<file path="src/rtl/core/owb_pkg.sv">
// ----------------------------------------------------------------------------
// owb_pkg
// Types and codes shared by the 1-Wire bus master sequencer.
// ----------------------------------------------------------------------------
package owb_pkg;

   // item operation codes
   localparam logic [1:0] OP_TICK  = 2'd0;
   localparam logic [1:0] OP_RESET = 2'd1;
   localparam logic [1:0] OP_WRITE = 2'd2;
   localparam logic [1:0] OP_READ  = 2'd3;

   // sequencer phases
   localparam logic [3:0] PH_IDLE     = 4'd0;
   localparam logic [3:0] PH_RLEAD    = 4'd1;
   localparam logic [3:0] PH_RLOW     = 4'd2;
   localparam logic [3:0] PH_RWAIT    = 4'd3;
   localparam logic [3:0] PH_RTAIL    = 4'd4;
   localparam logic [3:0] PH_WSTART   = 4'd5;
   localparam logic [3:0] PH_WSLOT    = 4'd6;
   localparam logic [3:0] PH_WTAIL    = 4'd7;
   localparam logic [3:0] PH_RDSTART  = 4'd8;
   localparam logic [3:0] PH_RDSAMPLE = 4'd9;
   localparam logic [3:0] PH_RDHOLD   = 4'd10;

   // register indexes
   localparam int unsigned CSR_IDX_W = 3;
   localparam logic [CSR_IDX_W-1:0] CSR_RESET_LEAD    = 3'd0;
   localparam logic [CSR_IDX_W-1:0] CSR_RESET_LOW     = 3'd1;
   localparam logic [CSR_IDX_W-1:0] CSR_PRESENCE_WAIT = 3'd2;
   localparam logic [CSR_IDX_W-1:0] CSR_RESET_TAIL    = 3'd3;
   localparam logic [CSR_IDX_W-1:0] CSR_SLOT          = 3'd4;
   localparam logic [CSR_IDX_W-1:0] CSR_SLOT_START    = 3'd5;
   localparam logic [CSR_IDX_W-1:0] CSR_WRITE_TAIL    = 3'd6;

   localparam logic [3:0] BITS_PER_BYTE = 4'd8;

   typedef struct packed {
      logic [1:0] operation;
      logic [7:0] write_data;
      logic       line_level;
   } owb_req_type;

   typedef struct packed {
      logic       line_pull_low;
      logic       busy_res;
      logic       done_res;
      logic       device_present;
      logic [7:0] read_data;
      logic       command_dropped;
   } owb_rsp_type;

   typedef struct packed {
      logic [7:0] reset_lead_ticks;
      logic [7:0] reset_low_ticks;
      logic [7:0] presence_wait_ticks;
      logic [7:0] reset_tail_ticks;
      logic [7:0] slot_ticks;
      logic [3:0] slot_start_ticks;
      logic [7:0] write_tail_ticks;
   } owb_cfg_type;

   typedef struct packed {
      logic [3:0] phase;
      logic [7:0] tick_counter;
      logic [7:0] shift_byte;
      logic [3:0] bit_index;
      logic       presence_seen;
      logic       line_drive;
      logic [7:0] last_read;
   } owb_state_type;

endpackage

</file>
<file path="src/rtl/core/owb_csr.sv">
// ----------------------------------------------------------------------------
// owb_csr
// Timing registers of the 1-Wire master, written through a plain write port.
// ----------------------------------------------------------------------------
module owb_csr import owb_pkg::*; (
   input  logic                 clock,
   input  logic                 reset,
   input  logic                 csr_we,
   input  logic [CSR_IDX_W-1:0] csr_index,
   input  logic [7:0]           csr_wdata,
   output owb_cfg_type          cfg
);

   owb_cfg_type cfg_ff;

   always_ff @(posedge clock) begin
      if (reset) begin
         cfg_ff.reset_lead_ticks    <= 8'd12;
         cfg_ff.reset_low_ticks     <= 8'd80;
         cfg_ff.presence_wait_ticks <= 8'd10;
         cfg_ff.reset_tail_ticks    <= 8'd5;
         cfg_ff.slot_ticks          <= 8'd5;
         cfg_ff.slot_start_ticks    <= 4'd1;
         cfg_ff.write_tail_ticks    <= 8'd5;
      end else if (csr_we) begin
         case (csr_index)
            CSR_RESET_LEAD:    cfg_ff.reset_lead_ticks    <= csr_wdata;
            CSR_RESET_LOW:     cfg_ff.reset_low_ticks     <= csr_wdata;
            CSR_PRESENCE_WAIT: cfg_ff.presence_wait_ticks <= csr_wdata;
            CSR_RESET_TAIL:    cfg_ff.reset_tail_ticks    <= csr_wdata;
            CSR_SLOT:          cfg_ff.slot_ticks          <= csr_wdata;
            CSR_SLOT_START:    cfg_ff.slot_start_ticks    <= csr_wdata[3:0];
            CSR_WRITE_TAIL:    cfg_ff.write_tail_ticks    <= csr_wdata;
            default: ;
         endcase
      end
   end

   assign cfg = cfg_ff;

endmodule

</file>
<file path="src/rtl/core/owb_step.sv">
// ----------------------------------------------------------------------------
// owb_step
// Next-state and result logic for one item: phase countdown, phase exits,
// zero-length phase skipping, bit shifting and presence capture.
// ----------------------------------------------------------------------------
module owb_step import owb_pkg::*; (
   input  owb_cfg_type   cfg,
   input  owb_state_type cur,
   input  owb_req_type   req,
   output owb_state_type nxt,
   output owb_rsp_type   rsp
);

   logic [7:0] low1;
   logic [7:0] wait1;
   logic [7:0] slot1;
   logic [7:0] hold_len;
   logic [3:0] start1;
   logic [3:0] bit_inc;
   logic [7:0] rd_shift;
   logic       done;
   logic       dropped;

   assign low1     = (cfg.reset_low_ticks == 8'd0) ? 8'd1 : cfg.reset_low_ticks;
   assign wait1    = (cfg.presence_wait_ticks == 8'd0) ? 8'd1 : cfg.presence_wait_ticks;
   assign slot1    = (cfg.slot_ticks == 8'd0) ? 8'd1 : cfg.slot_ticks;
   assign start1   = (cfg.slot_start_ticks == 4'd0) ? 4'd1 : cfg.slot_start_ticks;
   assign hold_len = slot1 - 8'd1;
   assign bit_inc  = cur.bit_index + 4'd1;
   assign rd_shift = {req.line_level, cur.shift_byte[7:1]};

   always_comb begin
      nxt     = cur;
      done    = 1'b0;
      dropped = 1'b0;
      if (req.operation != OP_TICK) begin
         if (cur.phase != PH_IDLE) begin
            dropped = 1'b1;
         end else begin
            nxt.bit_index = 4'd0;
            case (req.operation)
               OP_RESET: begin
                  if (cfg.reset_lead_ticks != 8'd0) begin
                     nxt.phase        = PH_RLEAD;
                     nxt.tick_counter = cfg.reset_lead_ticks;
                     nxt.line_drive   = 1'b0;
                  end else begin
                     nxt.phase        = PH_RLOW;
                     nxt.tick_counter = low1;
                     nxt.line_drive   = 1'b1;
                  end
               end
               OP_WRITE: begin
                  nxt.shift_byte   = req.write_data;
                  nxt.phase        = PH_WSTART;
                  nxt.tick_counter = {4'd0, start1};
                  nxt.line_drive   = 1'b1;
               end
               default: begin
                  nxt.shift_byte   = 8'd0;
                  nxt.phase        = PH_RDSTART;
                  nxt.tick_counter = {4'd0, start1};
                  nxt.line_drive   = 1'b1;
               end
            endcase
         end
      end else if (cur.phase != PH_IDLE) begin
         if (cur.tick_counter > 8'd1) begin
            nxt.tick_counter = cur.tick_counter - 8'd1;
         end else begin
            case (cur.phase)
               PH_RLEAD: begin
                  nxt.phase        = PH_RLOW;
                  nxt.tick_counter = low1;
                  nxt.line_drive   = 1'b1;
               end
               PH_RLOW: begin
                  nxt.phase        = PH_RWAIT;
                  nxt.tick_counter = wait1;
                  nxt.line_drive   = 1'b0;
               end
               PH_RWAIT: begin
                  nxt.presence_seen = ~req.line_level;
                  if (cfg.reset_tail_ticks != 8'd0) begin
                     nxt.phase        = PH_RTAIL;
                     nxt.tick_counter = cfg.reset_tail_ticks;
                     nxt.line_drive   = 1'b0;
                  end else begin
                     nxt.phase = PH_IDLE;
                     done      = 1'b1;
                  end
               end
               PH_RTAIL, PH_WTAIL: begin
                  nxt.phase = PH_IDLE;
                  done      = 1'b1;
               end
               PH_WSTART: begin
                  nxt.phase        = PH_WSLOT;
                  nxt.tick_counter = slot1;
                  nxt.line_drive   = ~cur.shift_byte[0];
               end
               PH_WSLOT: begin
                  nxt.shift_byte = {1'b0, cur.shift_byte[7:1]};
                  nxt.bit_index  = bit_inc;
                  if (bit_inc >= BITS_PER_BYTE) begin
                     if (cfg.write_tail_ticks != 8'd0) begin
                        nxt.phase        = PH_WTAIL;
                        nxt.tick_counter = cfg.write_tail_ticks;
                        nxt.line_drive   = 1'b0;
                     end else begin
                        nxt.phase = PH_IDLE;
                        done      = 1'b1;
                     end
                  end else begin
                     nxt.phase        = PH_WSTART;
                     nxt.tick_counter = {4'd0, start1};
                     nxt.line_drive   = 1'b1;
                  end
               end
               PH_RDSTART: begin
                  nxt.phase        = PH_RDSAMPLE;
                  nxt.tick_counter = 8'd1;
                  nxt.line_drive   = 1'b0;
               end
               PH_RDSAMPLE, PH_RDHOLD: begin
                  if (cur.phase == PH_RDSAMPLE) begin
                     nxt.shift_byte = rd_shift;
                  end
                  if (cur.phase == PH_RDSAMPLE && hold_len != 8'd0) begin
                     nxt.phase        = PH_RDHOLD;
                     nxt.tick_counter = hold_len;
                     nxt.line_drive   = 1'b0;
                  end else begin
                     // end of hold, or of the sample when there is no hold: count the bit, finish on the eighth
                     nxt.bit_index = bit_inc;
                     if (bit_inc >= BITS_PER_BYTE) begin
                        nxt.last_read = nxt.shift_byte;
                        nxt.phase     = PH_IDLE;
                        done          = 1'b1;
                     end else begin
                        nxt.phase        = PH_RDSTART;
                        nxt.tick_counter = {4'd0, start1};
                        nxt.line_drive   = 1'b1;
                     end
                  end
               end
               default: begin
                  nxt.phase = PH_IDLE;
               end
            endcase
            if (nxt.phase == PH_IDLE) begin
               nxt.tick_counter = 8'd0;
               nxt.line_drive   = 1'b0;
            end
         end
      end
   end

   always_comb begin
      rsp.line_pull_low   = nxt.line_drive;
      rsp.busy_res        = (nxt.phase != PH_IDLE);
      rsp.done_res        = done;
      rsp.device_present  = nxt.presence_seen;
      rsp.read_data       = nxt.last_read;
      rsp.command_dropped = dropped;
   end

endmodule

</file>
<file path="src/rtl/core/onewire_bus_master.sv">
// ----------------------------------------------------------------------------
// onewire_bus_master
// 1-Wire bus master sequencer: reset/presence, byte write and byte read
// commands, timed by tick items that carry the sampled line level.
//
//   channel  dir  handshake              payload
//   req      in   req_valid/req_ready    owb_req_type  (command or tick)
//   rsp      out  rsp_valid/rsp_ready    owb_rsp_type  (one per req item)
//   csr      in   csr_we                 csr_index, csr_wdata
//
// One item per cycle while req_ready is high; the sequencer state updates in the cycle of acceptance.
// Each item's result shows in the output register the cycle after acceptance.
// req_ready drops only while the output register holds an untaken result.
// Synchronous reset returns the sequencer to idle with default timing.
// ----------------------------------------------------------------------------
module onewire_bus_master import owb_pkg::*; (
   input  logic                 clock,
   input  logic                 reset,
   input  logic                 req_valid,
   output logic                 req_ready,
   input  owb_req_type          req_item,
   output logic                 rsp_valid,
   input  logic                 rsp_ready,
   output owb_rsp_type          rsp_item,
   input  logic                 csr_we,
   input  logic [CSR_IDX_W-1:0] csr_index,
   input  logic [7:0]           csr_wdata
);

   owb_cfg_type   cfg;
   owb_state_type state_ff;
   owb_state_type state_in;
   owb_rsp_type   rsp_ff;
   owb_rsp_type   rsp_in;
   logic          rsp_valid_ff;
   logic          accept;

   owb_csr u_csr (
      .clock     (clock),
      .reset     (reset),
      .csr_we    (csr_we),
      .csr_index (csr_index),
      .csr_wdata (csr_wdata),
      .cfg       (cfg)
   );

   owb_step u_step (
      .cfg (cfg),
      .cur (state_ff),
      .req (req_item),
      .nxt (state_in),
      .rsp (rsp_in)
   );

   assign req_ready = ~rsp_valid_ff | rsp_ready;
   assign accept    = req_valid & req_ready;

   always_ff @(posedge clock) begin
      if (reset) begin
         state_ff     <= '0;
         rsp_valid_ff <= 1'b0;
      end else if (accept) begin
         state_ff     <= state_in;
         rsp_valid_ff <= 1'b1;
      end else if (rsp_ready) begin
         rsp_valid_ff <= 1'b0;
      end
   end

   always_ff @(posedge clock) begin
      if (accept) begin
         rsp_ff <= rsp_in;
      end
   end

   assign rsp_valid = rsp_valid_ff;
   assign rsp_item  = rsp_ff;

   a_done_idle: assert property (@(posedge clock) disable iff (reset)
      (rsp_valid_ff && rsp_ff.done_res) |-> !rsp_ff.busy_res)
      else $error("done reported while still busy");

   a_idle_released: assert property (@(posedge clock) disable iff (reset)
      (state_ff.phase == PH_IDLE) |-> (!state_ff.line_drive && state_ff.tick_counter == 8'd0))
      else $error("idle sequencer drives the line or counts");

   a_drop_busy: assert property (@(posedge clock) disable iff (reset)
      (accept && state_ff.phase == PH_IDLE) |=> !rsp_ff.command_dropped)
      else $error("command dropped while idle");

   a_bit_range: assert property (@(posedge clock) disable iff (reset)
      state_ff.bit_index <= BITS_PER_BYTE)
      else $error("bit index past one byte");

endmodule
</file>
<file path="config.mk">
export PLATFORM = sky130hd
export DESIGN_NAME = onewire_bus_master
export DESIGN_NICKNAME = d
export VERILOG_FILES = /design/src/rtl/core/owb_pkg.sv /design/src/rtl/core/owb_csr.sv /design/src/rtl/core/owb_step.sv /design/src/rtl/core/onewire_bus_master.sv
export SDC_FILE = /design/constraint.sdc
export NUM_CORES = 1
export LEC_CHECK = 0
export BUFFER_PORTS_ARGS = -buffer_cell sky130_fd_sc_hd__buf_2
export CAP_MARGIN = 25
export CORE_UTILIZATION = 50
export CTS_CLUSTER_SIZE = 20
export DETAILED_ROUTE_END_ITERATION = 16
export MAX_ROUTING_LAYER = met4
export PLACE_DENSITY = 0.68
export SYNTH_ARGS = -nofsm -noshare
export SYNTH_HDL_FRONTEND = slang
export SYNTH_HIERARCHICAL = 1
export SYNTH_SLANG_ARGS = --single-unit
</file>
<file path="constraint.sdc">
create_clock -name clock -period 3.95 [get_ports clock]
set_input_delay 0.395 -clock clock [delete_from_list [all_inputs] [get_ports clock]]
set_output_delay 0.395 -clock clock [all_outputs]
set_load 0.01 [all_outputs]
</file>
==> results.tsv <==
stage	metric	value	unit
cts	deepest clock path buffer count	2	
cells_and_area	filler cell count	1241	
placed_design	Port Buf Inserts	41	
logic_synthesis	Async SR Flop Fraction	0	%
cts	Clock Sinks	100	
die	initial cell density of the core	51.2	%
die	site row count	42	
placed_design	hpwl dp	14200	µm
route	Avg WL per Cell	20.6	µm
cells_and_area	Final nets	803	
route	vias per cell	6.39	
sta	max-slew violations	0	
pwr	worst IR drop on VDD	0.000255	V
sta	fin crit share	90.6	%
cts	# hold bufs at CTS	0	
route	Post-DRT Antenna Nets	0	
pwr	switch share	30.4	%
worst_hold_path	Hold Path Depth	3	
cells_and_area	share of layout cells above drive strength 1	16.6	%
global_routing	vias in the first global route	5814	
cts	clk root buf	clkbuf_16	
critical_path	CP Capture Type	flip-flop	
flow_run	Max-Cap Viols	0	
route	DRC errors left	0	
pwr	Cell Int Power	1.70	mW
cts	Resized cells post-CTS	0	
sta	fmax	279	MHz
logic_synthesis	number of synthesized register bits	100	
critical_path	Reg2Reg Setup Slack	0.37	ns
sta	slew at the pin closest to its max-slew limit	1.13	ns
worst_hold_path	Hold Crit Start	csr_wdata[4]	
cts	total CTS buffers	9	
sta	Clock Skew	0.00895	ns
die	die area	14000	µm²
global_routing	first-pass GRT wire length	31200	µm
pwr	sequential power share	45.2	%
sta	RSZ-0062 raised after global routing	false	
route	final wirelength	19500	µm
logic_synthesis	syn avg cell area	8.74	µm²
die	Die H	118	µm
pwr	Psw	0.745	mW
worst_hold_path	Hold EP	u_csr/cfg[40]	
logic_synthesis	Post-Syn Instances	772	
critical_path	Worst R2R Start	u_csr/cfg[14]	
die	Core Area	13200	µm²
cells_and_area	final instance area	7200	µm²
logic_synthesis	Post-Syn Nets	807	
critical_path	startpoint types	flip-flop	
route	Starting DRT DRC Count	663	
sta	Slew Limit Headroom	23.7	%
run_status	status	complete, no violations	
logic_synthesis	synth unique cells	78	
cts	CTS tree	yes	
critical_path	worst r2r dst	state_ff[0]	
placed_design	routability cong.	0.963	
placed_design	dpl cell area	6910	µm²
cts	CTS H-tree lvls	3	
global_routing	antenna violations before repair	0	
die	io pins	42	
global_routing	GRT Residual Overflow	0	
cts	CTS clk-pin slew, worst paths	0.07	ns
critical_path	Max FO, Critical Path	16	
route	TritonRoute pass-1 iters	5	
critical_path	worst r2r path cells	13	
sta	Fin Setup TNS	0	ns
cts	setup bufs post-CTS	0	
pwr	LEAKAGE	2.72	nW
sta	Final Hold Fails	0	
logic_synthesis	Netlist Area Pre-Place	6750	µm²
critical_path	required time of the worst setup path	4.24	ns
logic_synthesis	most common flop cell mapped by yosys	dfxtp_1	
sta	endpoints failing setup	0	
pwr	PwrDens	340	nW/µm²
die	die span in x	118	µm
cts	Clock Latency Late Sink	0.36	ns
logic_synthesis	Warnings, synthesis	6	
pwr	Gate power share	18.7	%
pwr	clock power share	36.1	%
cells_and_area	Diodes inserted	0	
worst_hold_path	type of the tightest min-delay check	input port to flip-flop	
global_routing	largest net degree at the start of global routing	72	
global_routing	GRT Overall Usage	29.3	%
critical_path	WP data arrival	3.87	ns
critical_path	WS Path Type	flip-flop to flip-flop	
logic_synthesis	Post-synth EDFFs	13	
cells_and_area	area delta synth->final	6.67	%
route	routed via count	6064	
sta	Period minus WS final	3.58	ns
logic_synthesis	sequential cell area fraction in the yosys report	31.6	%
[worst max-delay path by stage]
stage,start,depth (start not counted),slack (ns),to
3_5_place_dp,u_csr/cfg[14],13,0.49,state_ff[7]
3_3_place_gp,u_csr/cfg[14],13,0.64,state_ff[5]
4_1_cts,u_csr/cfg[14],13,0.43,state_ff[7]
2_1_floorplan,u_csr/cfg[14],15,1.04,state_ff[5]
6_report,u_csr/cfg[14],13,0.37,state_ff[0]
5_1_grt,u_csr/cfg[14],13,0.06,state_ff[7]
[worst max-delay path: stages (launching register included)]
cell,delay (ns)
dfxtp_1,0.39
nor4_1,0.43
a21oi_1,0.18
inv_1,0.11
ha_1,0.13
nor4b_1,0.25
o211a_1,0.23
a21o_1,0.27
nand2_2,0.22
nor4_4,0.74
nor2_1,0.11
a21oi_1,0.17
nand3_1,0.11
a21oi_2,0.16
[final cells by class]
class                      instances  area [µm²]  share of cell area, %
inverter                          14        52.6                  0.730
clock inverter                     5        41.3                  0.573
clock buffer                      11         253                   3.51
multi-input combinational        585        4170                   57.9
tap                              176         220                   3.06
sequential                       100        2130                   29.6
timing repair buffer              58         335                   4.66
[cell usage in the layout (no fill, tap or decap), types with 4 or more instances in the layout]
cell	count
inv_1	14
a22oi_1	7
a21bo_1	33
nand2b_1	53
a21o_1	6
edfxtp_1	13
nor3b_1	4
clkbuf_16	9
and3_1	7
a21oi_2	34
ha_1	8
a22o_1	6
a221oi_1	6
nor3_1	13
mux2i_1	65
a21oi_1	37
a31oi_1	5
a211oi_1	7
o21ai_0	27
a2111oi_0	5
a221o_1	9
o31ai_1	5
nand3_1	42
xor2_1	4
dfxtp_1	87
xnor2_1	7
buf_4	18
nor2_1	68
o211ai_1	7
nor2b_1	7
nand2_1	32
or4_1	5
nor4_1	11
buf_2	40
[cells by family after synthesis]
logic type,after synthesis,share of synthesized area (%)
AND/OR/NAND/NOR,272,22.6
AO/OA/AOI/OAI,226,26.0
flip-flops,100,31.6
buffers and inverters,87,6.78
multiplexers,67,9.97
XOR/XNOR,11,1.43
adder cells (fa/ha/maj),9,1.63
[synthesized netlist by cell type (4+ instances only)]
cell	instances	area share, %
or4_1	5	0.56
o211ai_1	7	0.78
dfxtp_1	87	26
nor3b_1	4	0.44
a211oi_1	7	0.78
edfxtp_1	13	5.8
xor2_1	4	0.52
ha_1	8	1.5
nor2b_1	7	0.65
buf_4	12	1.3
a21o_1	6	0.67
nand2b_1	53	4.9
a22oi_1	7	0.78
nor3_1	13	0.96
a22o_1	6	0.78
clkbuf_1	35	1.9
mux2i_1	65	9.6
buf_6	9	1.5
a31oi_1	5	0.46
a21oi_1	37	2.7
nor2_1	68	3.8
nand2_1	32	1.8
nand3_1	42	3.1
and3_1	7	0.65
o31ai_1	5	0.56
a2111oi_0	5	0.65
a221o_1	9	1.3
a21bo_1	33	4.9
nor4_1	11	1.0
o21ai_0	27	2.0
a221oi_1	6	0.78
a21oi_2	34	4.4
inv_1	14	0.78
buf_2	14	1.0
xnor2_1	7	0.91
[power groups by stage]
| stage | Clock [mW] | Combinational [mW] | Sequential, mW |
|---|---|---|---|
| 3_5_place_dp | 0 | 0.448 | 1.13 |
| 4_1_cts | 0.899 | 0.450 | 1.11 |
| 3_3_place_gp | 0 | 0.442 | 1.13 |
| 5_1_grt | 0.935 | 0.494 | 1.11 |
| 6_report | 0.884 | 0.459 | 1.11 |
| 2_1_floorplan | 0 | 0.340 | 1.11 |
[per-stage QoR]
| stage | hold slack (ns) | util (%) | setup WS (ns) | total power, mW | cells |
|---|---|---|---|---|---|
| after floorplan | 0.448 | - | 1.04 | 1.45 | 772 |
| after global placement | 0.469 | 52.3 | 0.641 | 1.57 | 932 |
| after detailed placement | 0.478 | 52.4 | 0.485 | 1.58 | 933 |
| after CTS | 0.300 | 54.6 | 0.428 | 2.45 | 949 |
| after global routing | 0.331 | 54.6 | 0.0584 | 2.54 | 949 |
| final | 0.305 | 54.6 | 0.371 | 2.45 | 949 |
[routing by layer]
metal  wire (µm)  vias to the layer above  global-route usage, %
met1        8440                     2902                   37.0
li1            -                     2829                      -
met4         748                        0                   14.7
met2        9050                      273                   45.6
met3        1270                       60                   4.54
met5           0                        -                      -
[state kept, by name, summed over array words and instances, names as in the netlist]
signal,count
u_csr/cfg,52
state_ff,34
rsp_valid,1
rsp_item,13
Power figures use the tool's default switching activity.
